==> config.mk <==
export PLATFORM = sky130hd
export DESIGN_NAME = rgb_to_hsv_pixel_converter
export DESIGN_NICKNAME = d
export VERILOG_FILES = /design/src/design/rhc_pkg.sv /design/src/design/rhc_div.sv /design/src/design/rgb_to_hsv_pixel_converter.sv
export SDC_FILE = /design/constraint.sdc
export NUM_CORES = 1
export LEC_CHECK = 0
export BUFFER_PORTS_ARGS = -buffer_cell sky130_fd_sc_hd__buf_2
export CAP_MARGIN = 20
export CORE_MARGIN = 2
export CORE_UTILIZATION = 55
export DETAILED_ROUTE_END_ITERATION = 8
export PLACE_DENSITY = 0.71
export SYNTH_ARGS = -nofsm -noshare
export SYNTH_HDL_FRONTEND = slang
export SYNTH_HIERARCHICAL = 1
export SYNTH_SLANG_ARGS = --single-unit
==> constraint.sdc <==
create_clock -name clk -period 6.2 [get_ports clk]
set_clock_uncertainty 0.05 [all_clocks]
set_input_delay 0.62 -clock clk [delete_from_list [all_inputs] [get_ports clk]]
set_output_delay 0.62 -clock clk [all_outputs]
set_load 0.05 [all_outputs]
==> src/design/rhc_pkg.sv <==
// shared constants, types and the divider step for the rgb to hsv converter
package rhc_pkg;

    localparam int CHANNEL_BITS = 8;
    localparam int HUE_BITS = 16;

    localparam int SPAN_W = CHANNEL_BITS + 3;
    localparam int SATNUM_W = 2 * CHANNEL_BITS;

    localparam int DIV_STAGES = 8;
    localparam int HUE_STEPS = (HUE_BITS + DIV_STAGES - 1) / DIV_STAGES;
    localparam int SAT_STEPS = (CHANNEL_BITS + DIV_STAGES - 1) / DIV_STAGES;
    localparam int STAGE_STEPS = (HUE_STEPS > SAT_STEPS) ? HUE_STEPS : SAT_STEPS;

    localparam int PIPE_LATENCY = DIV_STAGES + 3;

    typedef struct packed {
        logic [SPAN_W-1:0]       hrem;
        logic [HUE_BITS-1:0]     hquo;
        logic [SPAN_W-1:0]       span;
        logic [CHANNEL_BITS-1:0] srem;
        logic [CHANNEL_BITS-1:0] slo;
        logic [CHANNEL_BITS-1:0] squo;
        logic [CHANNEL_BITS-1:0] value;
        logic [CHANNEL_BITS-1:0] alpha;
        logic                    grey;
    } div_t;

    // one restoring step of each division lane
    function automatic div_t div_step(div_t d, logic do_hue, logic do_sat);
        logic [SPAN_W:0]       ht;
        logic [CHANNEL_BITS:0] st;
        div_t                  q;
        q  = d;
        ht = '0;
        st = '0;
        if (do_hue)
        begin
            ht = {d.hrem, 1'b0};
            if (ht >= {1'b0, d.span})
            begin
                ht     = ht - {1'b0, d.span};
                q.hquo = {d.hquo[HUE_BITS-2:0], 1'b1};
            end
            else
            begin
                q.hquo = {d.hquo[HUE_BITS-2:0], 1'b0};
            end
            q.hrem = ht[SPAN_W-1:0];
        end
        if (do_sat)
        begin
            st = {d.srem, d.slo[CHANNEL_BITS-1]};
            if (st >= {1'b0, d.value})
            begin
                st     = st - {1'b0, d.value};
                q.squo = {d.squo[CHANNEL_BITS-2:0], 1'b1};
            end
            else
            begin
                q.squo = {d.squo[CHANNEL_BITS-2:0], 1'b0};
            end
            q.srem = st[CHANNEL_BITS-1:0];
            q.slo  = {d.slo[CHANNEL_BITS-2:0], 1'b0};
        end
        return q;
    endfunction

endpackage

==> src/design/rhc_div.sv <==
// pipelined restoring divider for hue and saturation lanes
module rhc_div (
    input  logic          clk,
    input  logic          rst_n,
    input  logic          in_valid,
    input  rhc_pkg::div_t in_data,
    output logic          out_valid,
    output rhc_pkg::div_t out_data
);
    import rhc_pkg::*;

    logic [DIV_STAGES-1:0] valid_reg;
    div_t                  data_reg  [DIV_STAGES];
    div_t                  data_next [DIV_STAGES];

    for (genvar s = 0; s < DIV_STAGES; s++)
    begin : g_stage
        always_comb
        begin
            div_t d;
            d = (s == 0) ? in_data : data_reg[(s == 0) ? 0 : s - 1];
            for (int j = 0; j < STAGE_STEPS; j++)
            begin
                d = div_step(d,
                             (j < HUE_STEPS) && (s * HUE_STEPS + j < HUE_BITS),
                             (j < SAT_STEPS) && (s * SAT_STEPS + j < CHANNEL_BITS));
            end
            data_next[s] = d;
        end

        always_ff @(posedge clk or negedge rst_n)
        begin
            if (!rst_n)
            begin
                valid_reg[s] <= 1'b0;
            end
            else
            begin
                valid_reg[s] <= (s == 0) ? in_valid : valid_reg[(s == 0) ? 0 : s - 1];
            end
        end

        always_ff @(posedge clk)
        begin
            data_reg[s] <= data_next[s];
        end
    end

    assign out_valid = valid_reg[DIV_STAGES-1];
    assign out_data  = data_reg[DIV_STAGES-1];

endmodule

==> src/design/rgb_to_hsv_pixel_converter.sv <==
// rgb to hsv pixel converter top level
//
//  channel  | handshake          | fields
//  ---------+--------------------+----------------------------------------
//  pixel in | start, busy        | red, green, blue, alpha
//  result   | done (one cycle)   | hue, saturation, brightness, opacity
//
// one pixel per cycle; busy stays low, a new pixel may start every cycle
// each result passes through two front stages, eight stages of the pipelined divider
// and one output register
// the divider stages (two hue bits and one saturation bit each) set the latency
// reset clears all valid bits; pixels in flight are dropped
// the receiver cannot stall, so nothing ever holds the pipeline
module rgb_to_hsv_pixel_converter (
    input  logic                             clk,
    input  logic                             rst_n,
    input  logic                             start,
    output logic                             busy,
    input  logic [rhc_pkg::CHANNEL_BITS-1:0] red,
    input  logic [rhc_pkg::CHANNEL_BITS-1:0] green,
    input  logic [rhc_pkg::CHANNEL_BITS-1:0] blue,
    input  logic [rhc_pkg::CHANNEL_BITS-1:0] alpha,
    output logic                             done,
    output logic [rhc_pkg::HUE_BITS-1:0]     hue,
    output logic [rhc_pkg::CHANNEL_BITS-1:0] saturation,
    output logic [rhc_pkg::CHANNEL_BITS-1:0] brightness,
    output logic [rhc_pkg::CHANNEL_BITS-1:0] opacity
);
    import rhc_pkg::*;

    typedef enum logic [1:0] {
        SECT_RED   = 2'b00,
        SECT_GREEN = 2'b01,
        SECT_BLUE  = 2'b10
    } sector_t;

    logic                    accept;

    logic [CHANNEL_BITS-1:0] hi_next;
    logic [CHANNEL_BITS-1:0] lo_next;
    sector_t                 sector_next;

    logic                    s1_valid_reg;
    logic [CHANNEL_BITS-1:0] s1_red_reg;
    logic [CHANNEL_BITS-1:0] s1_green_reg;
    logic [CHANNEL_BITS-1:0] s1_blue_reg;
    logic [CHANNEL_BITS-1:0] s1_alpha_reg;
    logic [CHANNEL_BITS-1:0] s1_hi_reg;
    logic [CHANNEL_BITS-1:0] s1_chroma_reg;
    sector_t                 s1_sector_reg;

    logic [SPAN_W-1:0]       span;
    logic [SPAN_W-1:0]       num;
    logic [SATNUM_W-1:0]     satnum;
    div_t                    s2_data_next;

    logic                    s2_valid_reg;
    div_t                    s2_data_reg;

    logic                    div_valid;
    div_t                    div_data;

    logic                    done_reg;
    logic [HUE_BITS-1:0]     hue_reg;
    logic [CHANNEL_BITS-1:0] saturation_reg;
    logic [CHANNEL_BITS-1:0] brightness_reg;
    logic [CHANNEL_BITS-1:0] opacity_reg;

    assign busy   = 1'b0;
    assign accept = start && !busy;

    // max, min and sector with red winning ties, then green
    always_comb
    begin
        hi_next = red;
        lo_next = red;
        if (green > hi_next)
        begin
            hi_next = green;
        end
        if (blue > hi_next)
        begin
            hi_next = blue;
        end
        if (green < lo_next)
        begin
            lo_next = green;
        end
        if (blue < lo_next)
        begin
            lo_next = blue;
        end
        priority if (hi_next == red)
        begin
            sector_next = SECT_RED;
        end
        else if (hi_next == green)
        begin
            sector_next = SECT_GREEN;
        end
        else
        begin
            sector_next = SECT_BLUE;
        end
    end

    always_ff @(posedge clk or negedge rst_n)
    begin
        if (!rst_n)
        begin
            s1_valid_reg <= 1'b0;
        end
        else
        begin
            s1_valid_reg <= accept;
        end
    end

    always_ff @(posedge clk)
    begin
        s1_red_reg    <= red;
        s1_green_reg  <= green;
        s1_blue_reg   <= blue;
        s1_alpha_reg  <= alpha;
        s1_hi_reg     <= hi_next;
        s1_chroma_reg <= hi_next - lo_next;
        s1_sector_reg <= sector_next;
    end

    // numerator of the hue fraction, kept in [0, 6c), with its divisor 6c and the saturation numerator 255c
    always_comb
    begin
        span   = (SPAN_W'(s1_chroma_reg) << 2) + (SPAN_W'(s1_chroma_reg) << 1);
        satnum = (SATNUM_W'(s1_chroma_reg) << CHANNEL_BITS) - SATNUM_W'(s1_chroma_reg);
        unique case (s1_sector_reg)
            SECT_RED:
            begin
                if (s1_green_reg >= s1_blue_reg)
                begin
                    num = SPAN_W'(s1_green_reg - s1_blue_reg);
                end
                else
                begin
                    num = span - SPAN_W'(s1_blue_reg - s1_green_reg);
                end
            end
            SECT_GREEN:
            begin
                num = (SPAN_W'(s1_chroma_reg) << 1) + SPAN_W'(s1_blue_reg)
                      - SPAN_W'(s1_red_reg);
            end
            SECT_BLUE:
            begin
                num = (SPAN_W'(s1_chroma_reg) << 2) + SPAN_W'(s1_red_reg)
                      - SPAN_W'(s1_green_reg);
            end
            default:
            begin
                num = '0;
            end
        endcase
        s2_data_next.hrem  = num;
        s2_data_next.hquo  = '0;
        s2_data_next.span  = span;
        s2_data_next.srem  = satnum[SATNUM_W-1:CHANNEL_BITS];
        s2_data_next.slo   = satnum[CHANNEL_BITS-1:0];
        s2_data_next.squo  = '0;
        s2_data_next.value = s1_hi_reg;
        s2_data_next.alpha = s1_alpha_reg;
        s2_data_next.grey  = (s1_chroma_reg == '0);
    end

    always_ff @(posedge clk or negedge rst_n)
    begin
        if (!rst_n)
        begin
            s2_valid_reg <= 1'b0;
        end
        else
        begin
            s2_valid_reg <= s1_valid_reg;
        end
    end

    always_ff @(posedge clk)
    begin
        s2_data_reg <= s2_data_next;
    end

    rhc_div u_div (
        .clk       (clk),
        .rst_n     (rst_n),
        .in_valid  (s2_valid_reg),
        .in_data   (s2_data_reg),
        .out_valid (div_valid),
        .out_data  (div_data)
    );

    always_ff @(posedge clk or negedge rst_n)
    begin
        if (!rst_n)
        begin
            done_reg <= 1'b0;
        end
        else
        begin
            done_reg <= div_valid;
        end
    end

    // grey pixels have no hue and no saturation
    always_ff @(posedge clk)
    begin
        hue_reg        <= div_data.grey ? '0 : div_data.hquo;
        saturation_reg <= div_data.grey ? '0 : div_data.squo;
        brightness_reg <= div_data.value;
        opacity_reg    <= div_data.alpha;
    end

    assign done       = done_reg;
    assign hue        = hue_reg;
    assign saturation = saturation_reg;
    assign brightness = brightness_reg;
    assign opacity    = opacity_reg;

endmodule

# == Word level (Yosys, flattened, before mapping) ==
# Memories as Yosys holds them, arrays and structs flattened.
# Index checks and enable logic that the tools add are counted.
# totals
in_bits,35
word_cells,154
ramBits,624
register_bits,156
output_inout_bits,42
n_memories,1
# op_classes
n_lt_le_gt_ge,29
muxes,55
n_eq_ne,4
reduce_logical,2
addsub,34
# memory_table
name,depth,width,read_ports,rd_clocked_by_memory_dff,write_ports,line_no,source
u_div.data_reg,8,78,8,0,8,rhc_div.sv:13,div_t data_reg [DIV_STAGES];
# op_table
op,n
$ge A12 B11 Y1,16
$mux W11,17
$sub A11 B11 Y11,17
$mux W8,12
$ge A9 B8 Y1,8
$sub A8 B8 Y8,9
$pmux W11 S3,1
$mux W1,24
$sub A8 B8 Y9,2
$eq A8 B8 Y1,2
$gt A8 B8 Y1,2
$lt A8 B8 Y1,2
$sub A16 B8 Y16,1
$add A10 B8 Y11,1
$add A10 B9 Y11,1
$sub A10 B8 Y11,1
$sub A11 B8 Y11,1
$add A9 B8 Y10,1
$ge A8 B8 Y1,1
$logic_not A8 Y1,1
$eq A2 B1 Y1 const B,1
$eq A2 B2 Y1 const B,1
$logic_not A2 Y1,1
$mux W2,1

# == Logic depth before layout (Yosys ltp) ==
# logic_depth
ltp_word,6
ltp_mapped,26
depth_no_buf,24

# == By module ==
# Netlist, hierarchy kept.
# modules_own_cells
module,area_per_inst_um2,cells_each,instances
rhc_div,24541.0,2407,1
rgb_to_hsv_pixel_converter,7805.0,809,1

# == Worst setup path after synthesis ==
# Ideal clock, no wire load.
# synth_path
kind,input -> register
startpoint,input red[1] in the netlist's numbering
endpoint,register s1_chroma_reg[6]
path_stages,25
n_path_buf,2
arrival_time_ps,5005
setup_slack_ps,1017
cell_sequence,inv_1 > ha_1 > nor2b_2 > o211ai_2 > a21oi_2 > nor2_1 > clkbuf_1 > nor2_1 > a21oi_1 > ha_1 > a21oi_1 > nand2_1 > a221oi_1 > nor4b_1 > a211oi_2 > clkbuf_1 > a21oi_1 > ha_1 > inv_1 > ha_1 > a21o_1 > maj3_2 > a221oi_2 > nor3_1 > xor2_1
# synth_between
elab_chain_len,5
# synth_rtl
element,line_no,source
"start, declared",rgb_to_hsv_pixel_converter.sv:19,"input logic [rhc_pkg::CHANNEL_BITS-1:0] red,"
$gt A8 B8 Y1 / $lt A8 B8 Y1 (equally long branches),"rgb_to_hsv_pixel_converter.sv:77, rgb_to_hsv_pixel_converter.sv:85",
"$mux W8, on equally long branches","rgb_to_hsv_pixel_converter.sv:77, rgb_to_hsv_pixel_converter.sv:85",
$gt A8 B8 Y1 / $lt A8 B8 Y1 (equally long branches),"rgb_to_hsv_pixel_converter.sv:81, rgb_to_hsv_pixel_converter.sv:89",
"$mux W8, on equally long branches","rgb_to_hsv_pixel_converter.sv:81, rgb_to_hsv_pixel_converter.sv:89",
$sub A8 B8 Y8 *,rgb_to_hsv_pixel_converter.sv:126,s1_chroma_reg <= hi_next - lo_next;
"end signal, assigned",rgb_to_hsv_pixel_converter.sv:126,
"end, declared",rgb_to_hsv_pixel_converter.sv:49,logic [CHANNEL_BITS-1:0] s1_chroma_reg;
# Mark *: on every way between the ends. The rest lies on a longest branch, timed or not.
# A chain may end at the register's enable or synchronous reset.

# == Worst setup path after layout ==
# layout_path
startpoint,input red[6] in the netlist's numbering
endpoint,register s1_chroma_reg[6]
# The elaborated chain is that of the path after synthesis.

==> flow_summary.ini <==
[cells_and_area]
drive_gt1_share_pct = 13.6
fin_nets = 3555
fin_area_um2 = 34100
area.growth.synth_to_final_pct = 10.5
largest_reg_flops = 482
utilization_pct = 61.7
antenna_cells = 0

[grt]
track_usage_pct = 21.2
grt_max_degree = 25
grt_first_pass_wirelength_um = 101000
grt_pass1_vias = 21598
antenna_found_initial = 0
gr-total-overflow = 0

[routing]
via_per_inst = 5.34
vias = 21141
ant_nets = 0
firstDrtPassIters = 5
wl_per_cell_um = 15.4
route.detailed.drc = 0
drt_iter0_drc = 1100
routed_wl_um = 61200

[critical_path]
path_class = in2reg
critPathCaptureType = flip-flop
timing.rr.end = u_div/data_reg[0][223]
reg2regPathDepth = 15
reg2reg_slack_ps = 1220
arrival_ps = 5790
r2r_start = u_div/data_reg[0][117]
worstPathRequired_ps = 6630
path_max_fanout = 11
startpoint_type = primary input

[floorplan]
core_um2 = 55300
rows = 86
start_util_pct = 55.9
pin_count = 77
dieArea_um2 = 58100
dieWidth_um = 241
die_h_um = 241

[timing]
timing.fmax_ghz = 0.186
fin_crit_sh_pct = 86.5
rsz0062_at_grt = false
period_needed_ps = 5360
fin_setup_tns_ps = 0
fin_ws_ps = 837
slew_viol_final = 0
max_slew_margin_pct = 46.4
setup_viol = 0
hold_violations = 0
tightest_slew_ps = 802

[clock_network]
insertion_delay_ps = 610
clkTransAtPathRegs_ps = 60
root_buffer = clkbuf_16
cts_tree = yes
cts_buffers = 66
postCtsHoldBufs = 1
numClockSinks = 635
htree_levels = 3
post_cts_buffers = 0
cts_buffer_depth = 3
postCtsResizedCells = 0

[worst_hold_path]
hold_path_startpoint = alpha[4]
whs_path_depth = 1
min_path_type = in2reg
hold_end = s1_alpha_reg[4]

[placement]
dp_slack_ps = 328
port_buffers = 75
placed_area_um2 = 31900
gp_congestion = 0.899
dp_hpwl_um = 47400

[yosys]
yosys_warnings = 6
syn_area_um2 = 30900
postSynthCellCount = 3068
syn-mean-instance-area_um2 = 10.1

[outcome]
status = completed

[job]
drv_cap = 0
layout by cell type (no fill, tap or decap), drive strengths merged, types with 11 or more instances in the layout:
cell type,count
mux2i,53
mux2,157
a21oi,152
xor2,50
o31ai,14
nor2b,82
nand2,117
nand2b,39
clkinv,13
ha,321
fa,34
o21bai,18
a31oi,19
a21boi,20
dfxtp,624
nand3,33
o21a,40
a211oi,28
nor2,195
nand4,32
inv,351
dfrtp,11
nor3,44
or3,20
o21ai,127
and2,20
xnor2,158
buf,89
and3,13
o211ai,24
clkbuf,86
a21o,54
or2,20
routing by layer:
layer / GRT usage, % / part of all wire [%]
met5: 0 / 0
met3: 3.24 / 3.2
met1: 24.5 / 43
met2: 39.6 / 50
met4: 7.52 / 2.9
how the worst max path moves through the flow:
stage,from,end,slack [ps],cells past startpoint
floorplan,red[1],s1_chroma_reg[6],1020,25
global placement,red[1],s1_chroma_reg[6],470,23
detailed placement,red[6],s1_chroma_reg[6],330,21
CTS,red[6],s1_chroma_reg[6],960,21
global route,red[3],s1_chroma_reg[6],450,22
finish,red[6],s1_chroma_reg[6],840,21
area by class of cell:
class	count	area (um2)
Fill cell	4558	21200
Multi-Input combinational cell	2025	16400
Sequential cell	635	12800
Clock buffer	86	1830
Inverter	347	1300
Tap cell	748	936
Timing Repair Buffer	90	490
Clock inverter	31	440
per-stage QoR:
step,hold slack (ps),std cells
floorplan,260,3076
CTS,30.8,3962
detailed placement,262,3844
global route,45.3,3962
global placement,260,3844
finish,63.4,3962
critical path: stages:
cell	delay, ps
buf_2	130
inv_1	70
ha_1	320
nand4_2	220
a21oi_2	350
nor2_1	210
o21ai_0	350
inv_1	90
ha_1	280
and4_1	250
a221oi_1	620
nor4b_1	390
a211oi_2	190
a21oi_1	360
xnor2_1	110
ha_1	200
a21o_1	210
maj3_2	340
a221oi_2	220
nor3_1	100
xor2_1	140
Power is not shown: default switching activity piles up to over one toggle a cycle in this logic, so the estimate is an artifact.
